==> config.mk <==
export PLATFORM = sky130hd
export DESIGN_NAME = tsmu_exp_unit
export DESIGN_NICKNAME = d
export VERILOG_FILES = /design/src/hw/rtl/tsmu_pkg.sv /design/src/hw/rtl/tsmu_exp_unit.sv
export SDC_FILE = /design/constraint.sdc
export NUM_CORES = 2
export LEC_CHECK = 0
export BUFFER_PORTS_ARGS = -buffer_cell sky130_fd_sc_hd__buf_4
export CORE_UTILIZATION = 45
export CTS_BUF_LIST = sky130_fd_sc_hd__clkbuf_2 sky130_fd_sc_hd__clkbuf_4 sky130_fd_sc_hd__clkbuf_8
export DETAILED_ROUTE_END_ITERATION = 10
export PLACE_DENSITY = 0.65
export SYNTH_ARGS = -nofsm -noshare
export SYNTH_HDL_FRONTEND = slang
export SYNTH_SLANG_ARGS = --single-unit
==> constraint.sdc <==
create_clock -name clock -period 12.8 [get_ports clock]
set_input_delay 1.92 -clock clock [delete_from_list [all_inputs] [get_ports clock]]
set_output_delay 1.92 -clock clock [all_outputs]
set_load 0.01 [all_outputs]
==> src/hw/rtl/tsmu_pkg.sv <==
// shared constants, types and exp tables of the trotter slice metropolis update block
`default_nettype none

package tsmu_pkg;

   localparam int SLICES    = 1024;
   localparam int SPINS     = 128;
   localparam int FRAC_BITS = 16;

   localparam int SLICE_AW  = $clog2(SLICES);
   localparam int SPIN_AW   = $clog2(SPINS);
   localparam int WT_W      = $clog2(SPINS + 1);
   localparam int LAT_W     = $clog2(SLICES * SPINS + 1);

   localparam int TERM_W    = 18;
   localparam int PROD_W    = TERM_W + 25;
   localparam int NB_W      = 28;
   localparam int COST_W    = PROD_W + 1;
   localparam int D_W       = FRAC_BITS - 4;
   localparam int E_W       = FRAC_BITS + 1;
   localparam int EXP_INT_LAST = 20;

   localparam logic [1:0] CSR_SLICE_SCALE  = 2'd0;
   localparam logic [1:0] CSR_COUPLING     = 2'd1;
   localparam logic [1:0] CSR_SPIKE_HEIGHT = 2'd2;
   localparam logic [1:0] CSR_SPIKE_WEIGHT = 2'd3;

   localparam logic       OP_LOAD    = 1'b0;
   localparam logic       OP_ATTEMPT = 1'b1;

   typedef struct packed {
      logic                rd_a;
      logic [SLICE_AW-1:0] addr_a;
      logic                rd_b;
      logic [SLICE_AW-1:0] addr_b;
      logic                wr;
      logic [SLICE_AW-1:0] wr_addr;
      logic [SPINS-1:0]    wr_row;
      logic [WT_W-1:0]     wr_wt;
   } store_req_type;

   typedef struct packed {
      logic [SPINS-1:0] row_a;
      logic [SPINS-1:0] row_b;
      logic [WT_W-1:0]  wt_a;
      logic             busy;
   } store_rsp_type;

   function automatic logic [30:0] exp_int_q30(input logic [4:0] idx);
      logic [30:0] v;
      case (idx)
         5'd0:    v = 31'd1073741824;
         5'd1:    v = 31'd395007542;
         5'd2:    v = 31'd145315153;
         5'd3:    v = 31'd53458457;
         5'd4:    v = 31'd19666267;
         5'd5:    v = 31'd7234815;
         5'd6:    v = 31'd2661539;
         5'd7:    v = 31'd979125;
         5'd8:    v = 31'd360200;
         5'd9:    v = 31'd132509;
         5'd10:   v = 31'd48747;
         5'd11:   v = 31'd17933;
         5'd12:   v = 31'd6597;
         5'd13:   v = 31'd2427;
         5'd14:   v = 31'd892;
         5'd15:   v = 31'd328;
         5'd16:   v = 31'd120;
         5'd17:   v = 31'd44;
         5'd18:   v = 31'd16;
         5'd19:   v = 31'd6;
         5'd20:   v = 31'd2;
         default: v = 31'd0;
      endcase
      return v;
   endfunction

   function automatic logic [30:0] exp_frac_q30(input logic [3:0] idx);
      logic [30:0] v;
      case (idx)
         4'd0:    v = 31'd1073741824;
         4'd1:    v = 31'd1008687095;
         4'd2:    v = 31'd947573833;
         4'd3:    v = 31'd890163237;
         4'd4:    v = 31'd836230973;
         4'd5:    v = 31'd785566299;
         4'd6:    v = 31'd737971243;
         4'd7:    v = 31'd693259824;
         4'd8:    v = 31'd651257336;
         4'd9:    v = 31'd611799649;
         4'd10:   v = 31'd574732582;
         4'd11:   v = 31'd539911295;
         4'd12:   v = 31'd507199723;
         4'd13:   v = 31'd476470046;
         4'd14:   v = 31'd447602185;
         default: v = 31'd420483340;
      endcase
      return v;
   endfunction

endpackage

`default_nettype wire

==> src/hw/rtl/tsmu_exp_unit.sv <==
// two-stage exp(-x) evaluation in q30 from table factors and a linear fraction term
`default_nettype none

module tsmu_exp_unit
   import tsmu_pkg::*;
(
   input  wire logic           clock,
   input  wire logic [4:0]     ipart,
   input  wire logic [3:0]     jpart,
   input  wire logic [D_W-1:0] dpart,
   output      logic [E_W-1:0] e_val
);

   logic [30:0]    m1_ff, m1_in;
   logic [D_W-1:0] d1_ff;
   logic [E_W-1:0] e_ff, e_in;
   logic [61:0]    p1;
   logic [61:0]    p2;
   logic [30:0]    lin;
   logic [25:0]    d_sh;

   always_comb begin
      p1    = 62'(exp_int_q30(ipart)) * 62'(exp_frac_q30(jpart));
      m1_in = p1[60:30];
      d_sh  = {d1_ff, {(30 - FRAC_BITS){1'b0}}};
      lin   = 31'h4000_0000 - 31'(d_sh);
      p2    = 62'(m1_ff) * 62'(lin);
      e_in  = p2[60:60-FRAC_BITS];
   end

   always_ff @(posedge clock) begin
      m1_ff <= m1_in;
      d1_ff <= dpart;
      e_ff  <= e_in;
   end

   assign e_val = e_ff;

endmodule

`default_nettype wire

==> summary.md <==
| Metric | Value |
|---|---|
| Status | `finished with violations` |
| Failing checks | `design-rule violations` |
| Setup violators final | `0` |
| Tcrit/Tclk final | `0.8591` |
| FF+latch count, synth | `60` |
| Vias in the first global route | `38830` |
| Fill cell count | `10210` |
| Arr. time, crit path | `11300 ps` |
| Longest Clk Path Bufs | `2` |
| WP data required | `13110 ps` |
| Global Route Usage Sum | `0.2719` |
| Post-Syn Instances | `5448` |
| Routability congestion estimate | `0.9710` |
| I/O Buffers | `38` |
| Area Growth Syn to Fin | `4.453%` |
| EDFF count, synth | `0` |
| Ys async rst share | `0` |
| I/O pin count | `39` |
| Drt drc | `6` |
| PostCTS Resize Cnt | `0` |
| Post-synth top area share | `0.5007` |
| Cell variety after synth | `75` |
| Top post-synthesis cells by area | `fa_1, ha_1, inv_1, nand2_1, nor2_1` |
| Std-Cell Rows | `119` |
| Latest clock arrival within the worst-skew pair | `420 ps` |
| Routed wire length | `142900 um` |
| Die area | `108500 sq um` |
| Root buffer cell | `clkbuf_8` |
| Share of layout cells above drive strength 1 | `0.04032` |
| Crit-path most repeated cell | `fa_1` |
| Avg Inst Size Synth | `8.851 sq um` |
| Worst setup EP type | `flip-flop` |
| Initial detailed-routing violation count | `2985` |
| Postcts setup bufs | `0` |
| Worst slew margin | `0.1246` |
| Critical path class | `input pin to flip-flop` |
| Synthesized Nets | `7236` |
| Detailed-router iteration count before antenna repair | `9` |
| Via count | `36290` |
| Maxcap violations | `0` |
| Num CTS Buffers | `9` |
| Worst slew pin tran | `1310 ps` |
| Vias per inst | `5.396` |
| Chip width | `329.4 um` |
| Seq/Total Area, Yosys | `0.02491` |
| Worst Setup Start Kind | `input pin` |
| Slowest-stage cell, CP | `and2_1` |
| Tmin final | `11000 ps` |
| FMAX | `0.09094 GHz` |
| Global-route wire length before repair | `223700 um` |
| Synth Cell Area | `48220 sq um` |
| Core Region | `105700 sq um` |
| CP peak stage delay | `820 ps` |
| Clock sinks | `60` |
| Crit Path Max Fanout | `57` |
| Worst hold path class | `flip-flop to flip-flop` |
| RSZ-0062 raised after global routing | `no` |
| CTS tree | `yes` |
| DR WL/cell | `21.25 um` |
| Largest net degree at the start of global routing | `58` |
| Primary FF master, synth | `dfxtp_1` |
| DP Wirelength | `113400 um` |
| Cell taking the most area after synthesis | `fa_1` |
| Syn. warnings | `0` |
| Clock transition at path regs | `70 ps` |
| Worst clock skew | `40.19 ps` |
| Final TNS setup | `0 ps` |
| H-tree Lvls | `3` |
| Initial cell density of the core | `0.4561` |
| Number of antenna violations at the first check in global routing | `2` |
| Final Slew Violations | `0` |
| Routed Antenna Nets | `0` |
| Hold Buf Count CTS | `0` |
| Final Hold Viols | `0` |
| Nets | `7117` |
| Grt ovf | `0` |
| Die Y | `329.4 um` |
## final cells by class
cell class                      count  area, sq um  area share
Multi-Input combinational cell   3838        41430      0.8226
Antenna cell                        2        5.005  0.00009936
Sequential cell                    60         1201     0.02385
Clock buffer                       12        158.9    0.003155
Timing Repair Buffer              124        930.9     0.01848
Inverter                         1296         4865     0.09658
Clock inverter                      2        35.03   0.0006955
Tap cell                         1391         1740     0.03455
## path summary, 6_finish.rpt
path | endpoint | start | cells past startpoint | slack (ps)
min reg2reg | e_val[16] | m1_ff[30] | 4 | 830
max | m1_ff[20] | jpart[2] | 30 | 1800
max reg2reg | e_val[16] | d1_ff[0] | 31 | 3080
min | e_val[16] | m1_ff[30] | 4 | 830
## layout by cell type (no fill, tap or decap), types with 5 or more instances in the layout
cell,n
a21boi_1,5
o211ai_1,10
xor2_1,23
o21ai_0,56
and4_1,7
nor3_1,14
fa_1,1206
o21ai_2,6
a21oi_1,91
nor2b_1,18
and2_1,190
o21bai_1,5
a21o_1,52
xnor2_1,42
dfxtp_1,60
o21a_1,18
o22ai_1,7
a31o_2,5
o21ai_1,6
ha_1,560
or2_2,8
nand2b_1,15
nand4_1,16
nand3_1,22
clkbuf_8,11
a211oi_1,10
buf_4,124
or3_1,12
a31oi_1,14
nor2_1,573
nand2_1,744
and3_1,11
a21oi_2,6
inv_1,1295
## synth_stat cells (18+ instances only)
| master | count |
|---|---|
| a21o_1 | 52 |
| a21oi_1 | 96 |
| and2_1 | 190 |
| clkbuf_1 | 236 |
| dfxtp_1 | 60 |
| fa_1 | 1206 |
| ha_1 | 560 |
| inv_1 | 1295 |
| nand2_1 | 745 |
| nand3_1 | 23 |
| nor2_1 | 575 |
| nor2b_1 | 19 |
| o21a_1 | 18 |
| o21ai_0 | 59 |
| xnor2_1 | 46 |
| xor2_1 | 26 |
## metal layers
layer	share of wire	routed length, um	GRT usage	vias up
met2	0.44	63240	0.4204	1712
met4	0.046	6619	0.1078	0
li1	-	-	-	15750
met1	0.41	58770	0.3707	18480
met5	0	0	0	-
met3	0.10	14290	0.06130	341
## sequential cells by signal, indices dropped and copies added, names as in the netlist
signal and cells:
m1_ff 31, e_val 17, d1_ff 12
## critical path, delay by kind of cell
kind / cells / cell delay, ps
AND/OR/NAND/NOR: 3 / 1130
adder cells (fa/ha/maj): 10 / 4670
XOR/XNOR: 1 / 140
buffers and inverters: 7 / 1310
AO/OA/AOI/OAI: 9 / 2110
## stage by stage
step	cell area, sq um	utilization	hold slack [ps]	instances	setup slack [ps]
5_1_grt	50370	0.4764	885.0	6724	1386
2_1_floorplan	48220	-	611.8	5448	2746
4_1_cts	50360	0.4764	842.2	6723	1959
3_3_place_gp	50170	0.4746	844.8	6709	1690
3_5_place_dp	50170	0.4746	845.4	6709	1541
6_report	50370	0.4765	829.3	6725	1804
## logic make-up (layout without fill, tap and decap cells)
family	Yosys count	after routing	share of synthesized area
other	0	2	0
muxes	7	7	0.001505
and+or+nand+nor	1656	1656	0.1466
xor gates and xnor gates	72	72	0.01308
AOI/OAI and AO/OA	337	337	0.04699
DFF	60	60	0.02491
adders and majority gates	1766	1766	0.6460
buffers and inverters	1550	1434	0.1209
Power is not shown: default switching activity piles up to over one toggle a cycle in this logic, so the estimate is an artifact.
